### src/mrwr_pkg.sv
// ----------------------------------------------------------------------------
// mrwr_pkg
// Types and constants for the Modbus RTU write-register (function 06) master.
// ----------------------------------------------------------------------------
`default_nettype none

package mrwr_pkg;

	// input item actions
	localparam logic [1:0] ACT_START = 2'd0;
	localparam logic [1:0] ACT_BYTE  = 2'd1;
	localparam logic [1:0] ACT_TICK  = 2'd2;

	// transaction status codes
	localparam logic [1:0] STS_OK        = 2'd0;
	localparam logic [1:0] STS_EXCEPTION = 2'd1;
	localparam logic [1:0] STS_BAD       = 2'd2;
	localparam logic [1:0] STS_NO_REPLY  = 2'd3;

	// result kinds
	localparam logic KIND_TX     = 1'b0;
	localparam logic KIND_STATUS = 1'b1;

	// register indexes (paddr[2])
	localparam logic REG_TIMEOUT = 1'b0;
	localparam logic REG_GAP     = 1'b1;

	localparam logic [15:0] TIMEOUT_RESET = 16'd5000;
	localparam logic [7:0]  GAP_RESET     = 8'd50;

	localparam logic [15:0] CRC_INIT   = 16'hFFFF;
	localparam logic [15:0] CRC_POLY   = 16'hA001;
	localparam logic [7:0]  FUNC_WRITE = 8'h06;
	localparam logic [7:0]  EXC_FLAG   = 8'h80;
	localparam logic [3:0]  FRAME_LEN  = 4'd8;
	localparam logic [3:0]  EXC_LEN    = 4'd5;
	localparam logic [3:0]  CRC_LEN    = 4'd6;

	typedef struct packed {
		logic [1:0]  action;
		logic [7:0]  station_addr;
		logic [15:0] holding_reg;
		logic [15:0] write_value;
		logic [7:0]  rx_data;
		logic        line_error;
	} item_t;

	typedef struct packed {
		logic        kind;
		logic [7:0]  tx_byte;
		logic        last;
		logic [1:0]  status;
		logic [7:0]  exception_code;
		logic [3:0]  received_count;
	} result_t;

	// one shift step of the reflected CRC-16/MODBUS
	function automatic logic [15:0] crc_bit_step(input logic [15:0] crc);
		crc_bit_step = crc[0] ? ((crc >> 1) ^ CRC_POLY) : (crc >> 1);
	endfunction

endpackage

`default_nettype wire

### src/modbus_rtu_write_register_master.sv
// ----------------------------------------------------------------------------
// modbus_rtu_write_register_master
// Modbus RTU master for function 06 (write single holding register).
// ----------------------------------------------------------------------------
// A start item builds the 8-byte request and returns it as eight transmit
// results (last set on the final CRC byte), then the block collects reply
// bytes, counts 100 us ticks for the response timeout and inter-frame gap, and
// returns one status result. A start runs its 48 bits through the shared CRC
// shifter at one bit per cycle, then hands the bytes to the output register,
// which waits while the result side stalls. A reply byte among the first six
// then takes 8 CRC bit steps; later bytes and ticks finish on acceptance, but
// one that ends the transaction then goes through the status verdict step.
// Not ready while the CRC shifter or the transmit and verdict steps are
// running.
// ----------------------------------------------------------------------------
`default_nettype none

module modbus_rtu_write_register_master (
	input  wire                    clk,
	input  wire                    arst_n,
	input  wire                    item_valid,
	output logic                   item_ready,
	input  wire mrwr_pkg::item_t   item,
	output logic                   result_valid,
	input  wire                    result_ready,
	output mrwr_pkg::result_t      result,
	input  wire                    psel,
	input  wire                    penable,
	input  wire                    pwrite,
	input  wire  [2:0]             paddr,
	input  wire  [31:0]            pwdata,
	output logic [31:0]            prdata,
	output logic                   pready
);

	localparam logic [2:0] ST_IDLE  = 3'd0;
	localparam logic [2:0] ST_CRC   = 3'd1;
	localparam logic [2:0] ST_TX    = 3'd2;
	localparam logic [2:0] ST_RXCRC = 3'd3;
	localparam logic [2:0] ST_FIN   = 3'd4;

	logic [2:0]  state_q;
	logic [15:0] timeout_cfg_q;
	logic [7:0]  gap_cfg_q;

	logic        busy_q;
	logic [7:0]  target_q;
	logic [15:0] addr_q;
	logic [15:0] value_q;
	logic [7:0]  rx_byte_q;
	logic [7:0]  reply_bytes_q [8];
	logic [3:0]  reply_count_q;
	logic [15:0] crc_q;
	logic [15:0] timeout_q;
	logic [7:0]  gap_q;
	logic        byte_seen_q;
	logic [2:0]  byte_idx_q;
	logic [2:0]  bit_idx_q;

	logic              result_valid_q;
	mrwr_pkg::result_t result_q;

	logic        out_free;
	logic        out_load;
	logic [7:0]  msg_byte;
	logic [7:0]  unit_byte;
	logic [15:0] crc_in;
	logic [15:0] crc_next;
	logic        tick_done;
	logic        is_exception;
	logic        is_success;
	logic [1:0]  verdict;

	assign pready       = 1'b1;
	assign item_ready   = (state_q == ST_IDLE);
	assign result_valid = result_valid_q;
	assign result       = result_q;
	assign out_free     = !result_valid_q || result_ready;
	assign out_load     = ((state_q == ST_TX) || (state_q == ST_FIN)) && out_free;

	always_comb begin
		prdata = 32'd0;
		if (paddr[2] == mrwr_pkg::REG_GAP) begin
			prdata[7:0] = gap_cfg_q;
		end else begin
			prdata[15:0] = timeout_cfg_q;
		end
	end

	always_comb begin
		case (byte_idx_q)
			3'd0:    msg_byte = target_q;
			3'd1:    msg_byte = mrwr_pkg::FUNC_WRITE;
			3'd2:    msg_byte = addr_q[15:8];
			3'd3:    msg_byte = addr_q[7:0];
			3'd4:    msg_byte = value_q[15:8];
			3'd5:    msg_byte = value_q[7:0];
			3'd6:    msg_byte = crc_q[7:0];
			3'd7:    msg_byte = crc_q[15:8];
			default: msg_byte = 8'd0;
		endcase
	end

	// shared CRC shifter: the byte is folded in on the first bit step
	assign unit_byte = (state_q == ST_CRC) ? msg_byte : rx_byte_q;
	assign crc_in    = crc_q ^ {8'd0, (bit_idx_q == 3'd0) ? unit_byte : 8'd0};
	assign crc_next  = mrwr_pkg::crc_bit_step(crc_in);

	// a line error on a tick wipes byte_seen before the gap check
	assign tick_done = (timeout_q <= 16'd1) ||
		(byte_seen_q && !item.line_error && gap_q <= 8'd1);

	assign is_exception = (reply_count_q == mrwr_pkg::EXC_LEN) &&
		(reply_bytes_q[0] == target_q) &&
		((reply_bytes_q[1] & mrwr_pkg::EXC_FLAG) != 8'd0);
	assign is_success = (reply_count_q == mrwr_pkg::FRAME_LEN) &&
		(reply_bytes_q[0] == target_q) &&
		(reply_bytes_q[1] == mrwr_pkg::FUNC_WRITE) &&
		(reply_bytes_q[6] == crc_q[7:0]) &&
		(reply_bytes_q[7] == crc_q[15:8]);

	always_comb begin
		if (is_exception) begin
			verdict = mrwr_pkg::STS_EXCEPTION;
		end else if (is_success) begin
			verdict = mrwr_pkg::STS_OK;
		end else if (reply_count_q == 4'd0) begin
			verdict = mrwr_pkg::STS_NO_REPLY;
		end else begin
			verdict = mrwr_pkg::STS_BAD;
		end
	end

	always_ff @(posedge clk or negedge arst_n) begin
		if (!arst_n) begin
			state_q        <= ST_IDLE;
			timeout_cfg_q  <= mrwr_pkg::TIMEOUT_RESET;
			gap_cfg_q      <= mrwr_pkg::GAP_RESET;
			busy_q         <= 1'b0;
			target_q       <= 8'd0;
			reply_count_q  <= 4'd0;
			crc_q          <= mrwr_pkg::CRC_INIT;
			timeout_q      <= 16'd0;
			gap_q          <= 8'd0;
			byte_seen_q    <= 1'b0;
			byte_idx_q     <= 3'd0;
			bit_idx_q      <= 3'd0;
			result_valid_q <= 1'b0;
		end else begin
			if (psel && penable && pwrite) begin
				if (paddr[2] == mrwr_pkg::REG_GAP) begin
					gap_cfg_q <= pwdata[7:0];
				end else begin
					timeout_cfg_q <= pwdata[15:0];
				end
			end

			if (out_load) begin
				result_valid_q <= 1'b1;
			end else if (result_valid_q && result_ready) begin
				result_valid_q <= 1'b0;
			end

			case (state_q)
				ST_IDLE: begin
					if (item_valid) begin
						case (item.action)
							mrwr_pkg::ACT_START: begin
								if (!busy_q) begin
									target_q   <= item.station_addr;
									addr_q     <= item.holding_reg;
									value_q    <= item.write_value;
									crc_q      <= mrwr_pkg::CRC_INIT;
									byte_idx_q <= 3'd0;
									bit_idx_q  <= 3'd0;
									state_q    <= ST_CRC;
								end
							end
							mrwr_pkg::ACT_BYTE: begin
								if (busy_q) begin
									if (item.line_error) begin
										reply_count_q <= 4'd0;
										crc_q         <= mrwr_pkg::CRC_INIT;
										byte_seen_q   <= 1'b0;
										gap_q         <= 8'd0;
									end else begin
										reply_bytes_q[reply_count_q[2:0]] <= item.rx_data;
										rx_byte_q     <= item.rx_data;
										reply_count_q <= reply_count_q + 4'd1;
										byte_seen_q   <= 1'b1;
										gap_q         <= gap_cfg_q;
										if (reply_count_q < mrwr_pkg::CRC_LEN) begin
											bit_idx_q <= 3'd0;
											state_q   <= ST_RXCRC;
										end else if (reply_count_q == mrwr_pkg::FRAME_LEN - 4'd1) begin
											state_q <= ST_FIN;
										end
									end
								end
							end
							mrwr_pkg::ACT_TICK: begin
								if (busy_q) begin
									if (item.line_error) begin
										reply_count_q <= 4'd0;
										crc_q         <= mrwr_pkg::CRC_INIT;
										byte_seen_q   <= 1'b0;
										gap_q         <= 8'd0;
									end else if (byte_seen_q && gap_q > 8'd1) begin
										gap_q <= gap_q - 8'd1;
									end
									if (timeout_q <= 16'd1) begin
										timeout_q <= 16'd0;
									end else begin
										timeout_q <= timeout_q - 16'd1;
									end
									if (tick_done) begin
										state_q <= ST_FIN;
									end
								end
							end
							default: ;
						endcase
					end
				end

				ST_CRC: begin
					crc_q     <= crc_next;
					bit_idx_q <= bit_idx_q + 3'd1;
					if (bit_idx_q == 3'd7) begin
						if (byte_idx_q == 3'd5) begin
							byte_idx_q <= 3'd0;
							state_q    <= ST_TX;
						end else begin
							byte_idx_q <= byte_idx_q + 3'd1;
						end
					end
				end

				ST_TX: begin
					if (out_free) begin
						result_q.kind           <= mrwr_pkg::KIND_TX;
						result_q.tx_byte        <= msg_byte;
						result_q.last           <= (byte_idx_q == 3'd7);
						result_q.status         <= mrwr_pkg::STS_OK;
						result_q.exception_code <= 8'd0;
						result_q.received_count <= 4'd0;
						byte_idx_q              <= byte_idx_q + 3'd1;
						if (byte_idx_q == 3'd7) begin
							busy_q        <= 1'b1;
							timeout_q     <= timeout_cfg_q;
							reply_count_q <= 4'd0;
							crc_q         <= mrwr_pkg::CRC_INIT;
							byte_seen_q   <= 1'b0;
							gap_q         <= 8'd0;
							state_q       <= ST_IDLE;
						end
					end
				end

				ST_RXCRC: begin
					crc_q     <= crc_next;
					bit_idx_q <= bit_idx_q + 3'd1;
					if (bit_idx_q == 3'd7) begin
						state_q <= ST_IDLE;
					end
				end

				ST_FIN: begin
					if (out_free) begin
						result_q.kind           <= mrwr_pkg::KIND_STATUS;
						result_q.tx_byte        <= 8'd0;
						result_q.last           <= 1'b0;
						result_q.status         <= verdict;
						result_q.exception_code <= is_exception ? reply_bytes_q[2] : 8'd0;
						result_q.received_count <= reply_count_q;
						busy_q                  <= 1'b0;
						state_q                 <= ST_IDLE;
					end
				end

				default: state_q <= ST_IDLE;
			endcase
		end
	end

endmodule

`default_nettype wire

### config.mk
export PLATFORM = sky130hd
export DESIGN_NAME = modbus_rtu_write_register_master
export DESIGN_NICKNAME = d
export VERILOG_FILES = /design/src/mrwr_pkg.sv /design/src/modbus_rtu_write_register_master.sv
export SDC_FILE = /design/constraint.sdc
export NUM_CORES = 1
export LEC_CHECK = 0
export BUFFER_PORTS_ARGS = -buffer_cell sky130_fd_sc_hd__buf_2
export CAP_MARGIN = 20
export CORE_MARGIN = 2
export CORE_UTILIZATION = 57
export DETAILED_ROUTE_END_ITERATION = 7
export GPL_TIMING_DRIVEN = 0
export PLACE_DENSITY = 0.81
export SETUP_SLACK_MARGIN = 0.4
export SYNTH_ARGS = -nofsm -noshare
export SYNTH_HDL_FRONTEND = slang
export SYNTH_SLANG_ARGS = --single-unit
export TNS_END_PERCENT = 5
### constraint.sdc
create_clock -name clk -period 4.7 [get_ports clk]
set_input_delay 0.94 -clock clk [delete_from_list [all_inputs] [get_ports clk]]
set_output_delay 0.94 -clock clk [all_outputs]
set_load 0.01 [all_outputs]
Yosys cells after proc, flatten, opt, wreduce, memory -nomap -nowiden
Memory sizes are Yosys's and may differ from the RTL's.
Index checks and enable logic that the tools add are counted.
{"block": "totals", "register_bits": 152, "ram_bits": 64, "input_bits": 93, "output_inout_bits": 59, "n_memories": 1}
{"name": "reply_bytes_q", "depth": 8, "word_bits": 8, "read_ports": 5, "rd_clocked_by_memory_dff": 0, "write_ports": 1, "line_no": "modbus_rtu_write_register_master.sv:51", "rtl": "logic [7:0] reply_bytes_q [8];"}
{"block": "op_classes", "addsub": 5, "order_cmp": 4, "eq_ne": 47, "muxes": 96, "n_bitwise": 5, "n_reduce_logical": 46}
{"op": "16-bit 2-to-1 mux", "n": 13}
{"op": "8-bit 2-to-1 mux", "n": 13}
{"op": "3-bit 2-to-1 mux", "n": 24}
{"op": "16-bit one-hot mux with 2 select lines", "n": 2}
{"op": "8-bit one-hot mux with 8 select lines", "n": 1}
{"op": "24-bit 2-to-1 mux", "n": 2}
{"op": "16-bit one-hot mux with 3 select lines", "n": 1}
{"op": "24-bit one-hot mux with 2 select lines", "n": 1}
{"op": "8-bit one-hot mux with 2 select lines", "n": 2}
{"op": "4-bit 2-to-1 mux", "n": 7}
{"op": "8-bit == test", "n": 3}
{"op": "8-bit AND reduction", "n": 3}
{"op": "3-bit inequality test (second input constant)", "n": 7}
{"op": "3-bit == test (second input constant)", "n": 6}
{"op": "1-bit 2-to-1 mux", "n": 18}
{"op": "3-bit one-hot mux with 3 select lines", "n": 2}
{"op": "6-bit AND reduction", "n": 3}
{"op": "16-bit by 1-bit <= comparator with 1-bit output (second input constant)", "n": 1}
{"op": "4-bit one-hot mux with 2 select lines", "n": 2}
{"op": "16-bit by 1-bit subtractor with 16-bit output (second input constant)", "n": 1}
{"op": "16-bit by 8-bit XOR with 16-bit output", "n": 1}
{"op": "3-bit one-hot mux with 5 select lines", "n": 1}
{"op": "1-bit logical AND", "n": 14}
{"op": "14-bit AND reduction", "n": 1}
{"op": "36 further kinds", "n": 74}

Logic depth before layout (Yosys ltp)
An unclocked memory read counts as a cell.
{"block": "logic_depth", "depth_word": 10, "ltp_mapped": 10}

Least setup slack after synthesis
No wires, ideal clock.
{"block": "synth_path", "path_kind": "in2reg", "from": "in item[49] in the netlist's numbering", "to": "reg addr_q[0] (enable)", "arrival_time_ps": 3119, "path_slack_ps": 1160, "stages": 5, "path_cell_list": "inv_1 > ha_1 > nor2b_1 > nand3_1 > nor2_1"}
{"block": "synth_via", "elab_chain_cells": 2}
{"element": "start: declaration", "line_no": "modbus_rtu_write_register_master.sv:23", "rtl": "input wire mrwr_pkg::item_t item,"}
{"element": "2-bit zero test", "line_no": "modbus_rtu_write_register_master.sv:167", "rtl": "case (item.action)"}
{"element": "5-bit AND reduction (no line)"}
{"element": "end signal: assignment", "line_no": "modbus_rtu_write_register_master.sv:171", "rtl": "addr_q <= item.holding_reg;"}
{"element": "end: declaration", "line_no": "modbus_rtu_write_register_master.sv:48", "rtl": "logic [15:0] addr_q;"}
No other way between the ends.
A chain may end at the register's enable or synchronous reset.

Final worst setup path
{"block": "layout_path", "from": "in paddr[2]", "to": "out prdata[6]"}
{"block": "layout_via", "elab_chain_cells": 1}
{"element": "start: declaration", "line_no": "modbus_rtu_write_register_master.sv:30", "rtl": "input wire [2:0] paddr,"}
{"element": "8-bit 2-to-1 mux", "line_no": "modbus_rtu_write_register_master.sv:83", "rtl": "if (paddr[2] == mrwr_pkg::REG_GAP) begin"}
{"element": "end: declaration", "line_no": "modbus_rtu_write_register_master.sv:32", "rtl": "output logic [31:0] prdata,"}
No other way between the ends.

==> out/qor.txt <==
register clock-pin slew on the reported worst setup and hold paths - 0.07 ns
area of the mapped netlist - 9190 um2
syn_area_per_cell - 11.9 um2
Post-DP Area - 10200 um2
maximum root-to-sink buffer count - 2
Synth Warn # - 0
fmax - 310 MHz
Routed WL per cell - 18.6 um
share of cells above drive strength 1 - 0.277
area grow syn2layout - 16.6%
clock sink total - 192
Overflow after GRT - 0
Seq/Total Area, Yosys - 0.583
max_cap viols - 0
vias in the first global route - 6768
Rel. slew slack - 0.290
CP most frequent cell - clkbuf_1
clock root cell - clkbuf_16
CP max FO - 10
critical path class - input port to primary output
# IOs - 152
worst min path class - input port to async pin
RSZ-0062 raised after global routing - no
die width - 131 um
Cells after Synth - 769
Fin Hold WS - 0.436 ns
Leakage - 0.00429 uW
number of nets with antenna violations after routing - 0
IO buf count - 114
M1 WL - 8.41 mm
met2 routed WL - 10.8 mm
diode count - 0
power per cell area - 539 nW/um2
wire length of the first global-routing pass - 34.3 mm
Post-synth top flop - edfxtp_1
number of core rows - 46
Slew Limit Fails - 0
crit-path leading delay family - buffers and inverters
initial core utilization - 0.581
fin area - 10700 um2
DPL Wire Length - 15.5 mm
die area - 17200 um2
Tot Pwr - 5780 uW
critical path cell sequence - clkbuf_1 -> clkbuf_1 -> mux2_2 -> buf_2
share of the synthesized area in the top cell type - 0.340
Final GP Congestion - 0.869
Initial DRT Pass Iterations - 5
Post-synth top cells - edfxtp_1, dfrtp_1, o21ai_0
Synth area leader - edfxtp_1
Synth area leaders - edfxtp_1, dfrtp_1, dfstp_2, mux2_2, o21ai_0
Die Y - 131 um
Top Layer Used - met4
DRT iter0 DRCs - 662
Final period util - 0.686
Worst setup EP type - primary output
gr usage total - 0.264
# setup viols final - 0
hold_buf cts - 0
Synth cell types - 67
cts bufs inserted - 17
final net count - 1037
CORE AREA - 15800 um2
VDD IR max - 0.000377 V
CTS tree - yes
FF+latch count, synth - 192
Arr. time, crit path - 2.28 ns
Clk Latency, worst-skew pair - 0.44 ns
largest net degree at the start of global routing - 63
Crit-path slowest cell - clkbuf_1
cell with the most instances after synthesis - edfxtp_1
status - completed
final hold vios - 0
vias - 6884
# resized after CTS - 0
initial antenna violation count - 0
post-CTS repair timing setup buffer count - 0
ys async rst share - 0.458
EDFF count, synth - 104
detailed-route wire length - 21.5 mm
Worst Path Buf+Inv - 3
via/cell ratio - 5.97
crit path time final - 3.22 ns
crit path launch type - input port
met3 routed WL - 1.81 mm
DRC viols - 0
H-tree depth - 4
CP required - 3.76 ns
Clock Skews - 0.00916 ns
slowest cell delay on critical path - 0.44 ns
Worst Tran Pin Value - 1.06 ns
[final cells by class]
type	instances	area [um2]
clock inverter	12	85.1
timing repair buffer	122	664
tap	216	270
clock buffer	20	437
buffer	55	285
sequential	192	5360
inverter	32	120
multi-input combinational	505	3500
fill	1136	5110
[cells by family (layout without fill, tap and decap cells)]
| family | count (synthesis) | in the layout | synth area share |
|---|---|---|---|
| AO/OA/AOI/OAI | 190 | 190 | 0.138 |
| XOR/XNOR | 32 | 32 | 0.0305 |
| adder cells (fa/ha/maj) | 19 | 19 | 0.0259 |
| buffers and inverters | 87 | 241 | 0.0441 |
| flip-flops | 192 | 192 | 0.583 |
| multiplexers | 50 | 50 | 0.0606 |
| other | 2 | 17 | 0.000817 |
| AND/OR/NAND/NOR | 197 | 197 | 0.118 |
[registers in the layout (all words and copies together) (netlist names), 16 cells and up]
signal / flops
result: 24
value_q: 16
timeout_q: 16
reply_bytes_q: 40
addr_q: 16
timeout_cfg_q: 16
crc_q: 16
[power breakdown]
| part | internal [uW] | switching [uW] | leakage (uW) | total, uW |
|---|---|---|---|---|
| sequential | 2160 | 327 | 0.00201 | 2480 |
| clock | 678 | 634 | 0.000250 | 1310 |
| combinational | 828 | 1150 | 0.00203 | 1980 |
| total | 3660 | 2120 | 0.00429 | 5780 |
[through the flow]
step | setup TNS (ns) | setup WS, ns | cells | utilization
after floorplan | 0 | 1.16 | 784 | -
after global placement | -35.99 | -1.00 | 1114 | 0.637
after detailed placement | 0 | 1.26 | 1122 | 0.644
after CTS | 0 | 1.49 | 1154 | 0.677
after global routing | 0 | 1.41 | 1154 | 0.677
final | 0 | 1.48 | 1154 | 0.677
[cells in the final DEF, fill, tap and decap left out, types with 17 or more instances in the layout]
cell,netlist,layout
a21oi_1,44,44
buf_2,12,128
buf_4,17,18
clkbuf_1,22,25
clkbuf_16,0,17
conb_1,2,17
dfrtp_1,64,64
dfstp_2,24,24
edfxtp_1,104,104
ha_1,19,19
inv_1,31,31
mux2_2,45,45
nand2_1,34,34
nor2_1,45,44
nor2b_1,18,18
o21ai_0,54,54
[path summary, 6_finish.rpt]
path,start,endpoint,slack (ns),cells after the start
worst max-delay path,paddr[2],prdata[6],1.48,4
worst min-delay path,arst_n,target_q[4],0.44,1
worst max register to register,byte_idx_q[1],crc_q[2],1.66,8
worst min register to register,byte_seen_q,byte_seen_q,0.52,2
max in group asynchronous,arst_n,timeout_cfg_q[7],3.55,2
min in group clk,byte_seen_q,byte_seen_q,0.52,2
[metal layers]
layer | GRT usage | up-vias
met5 | 0 | -
met4 | 0.0832 | 0
met3 | 0.0676 | 38
met2 | 0.450 | 360
met1 | 0.332 | 3319
li1 | - | 3167
Power figures use the tool's default switching activity.
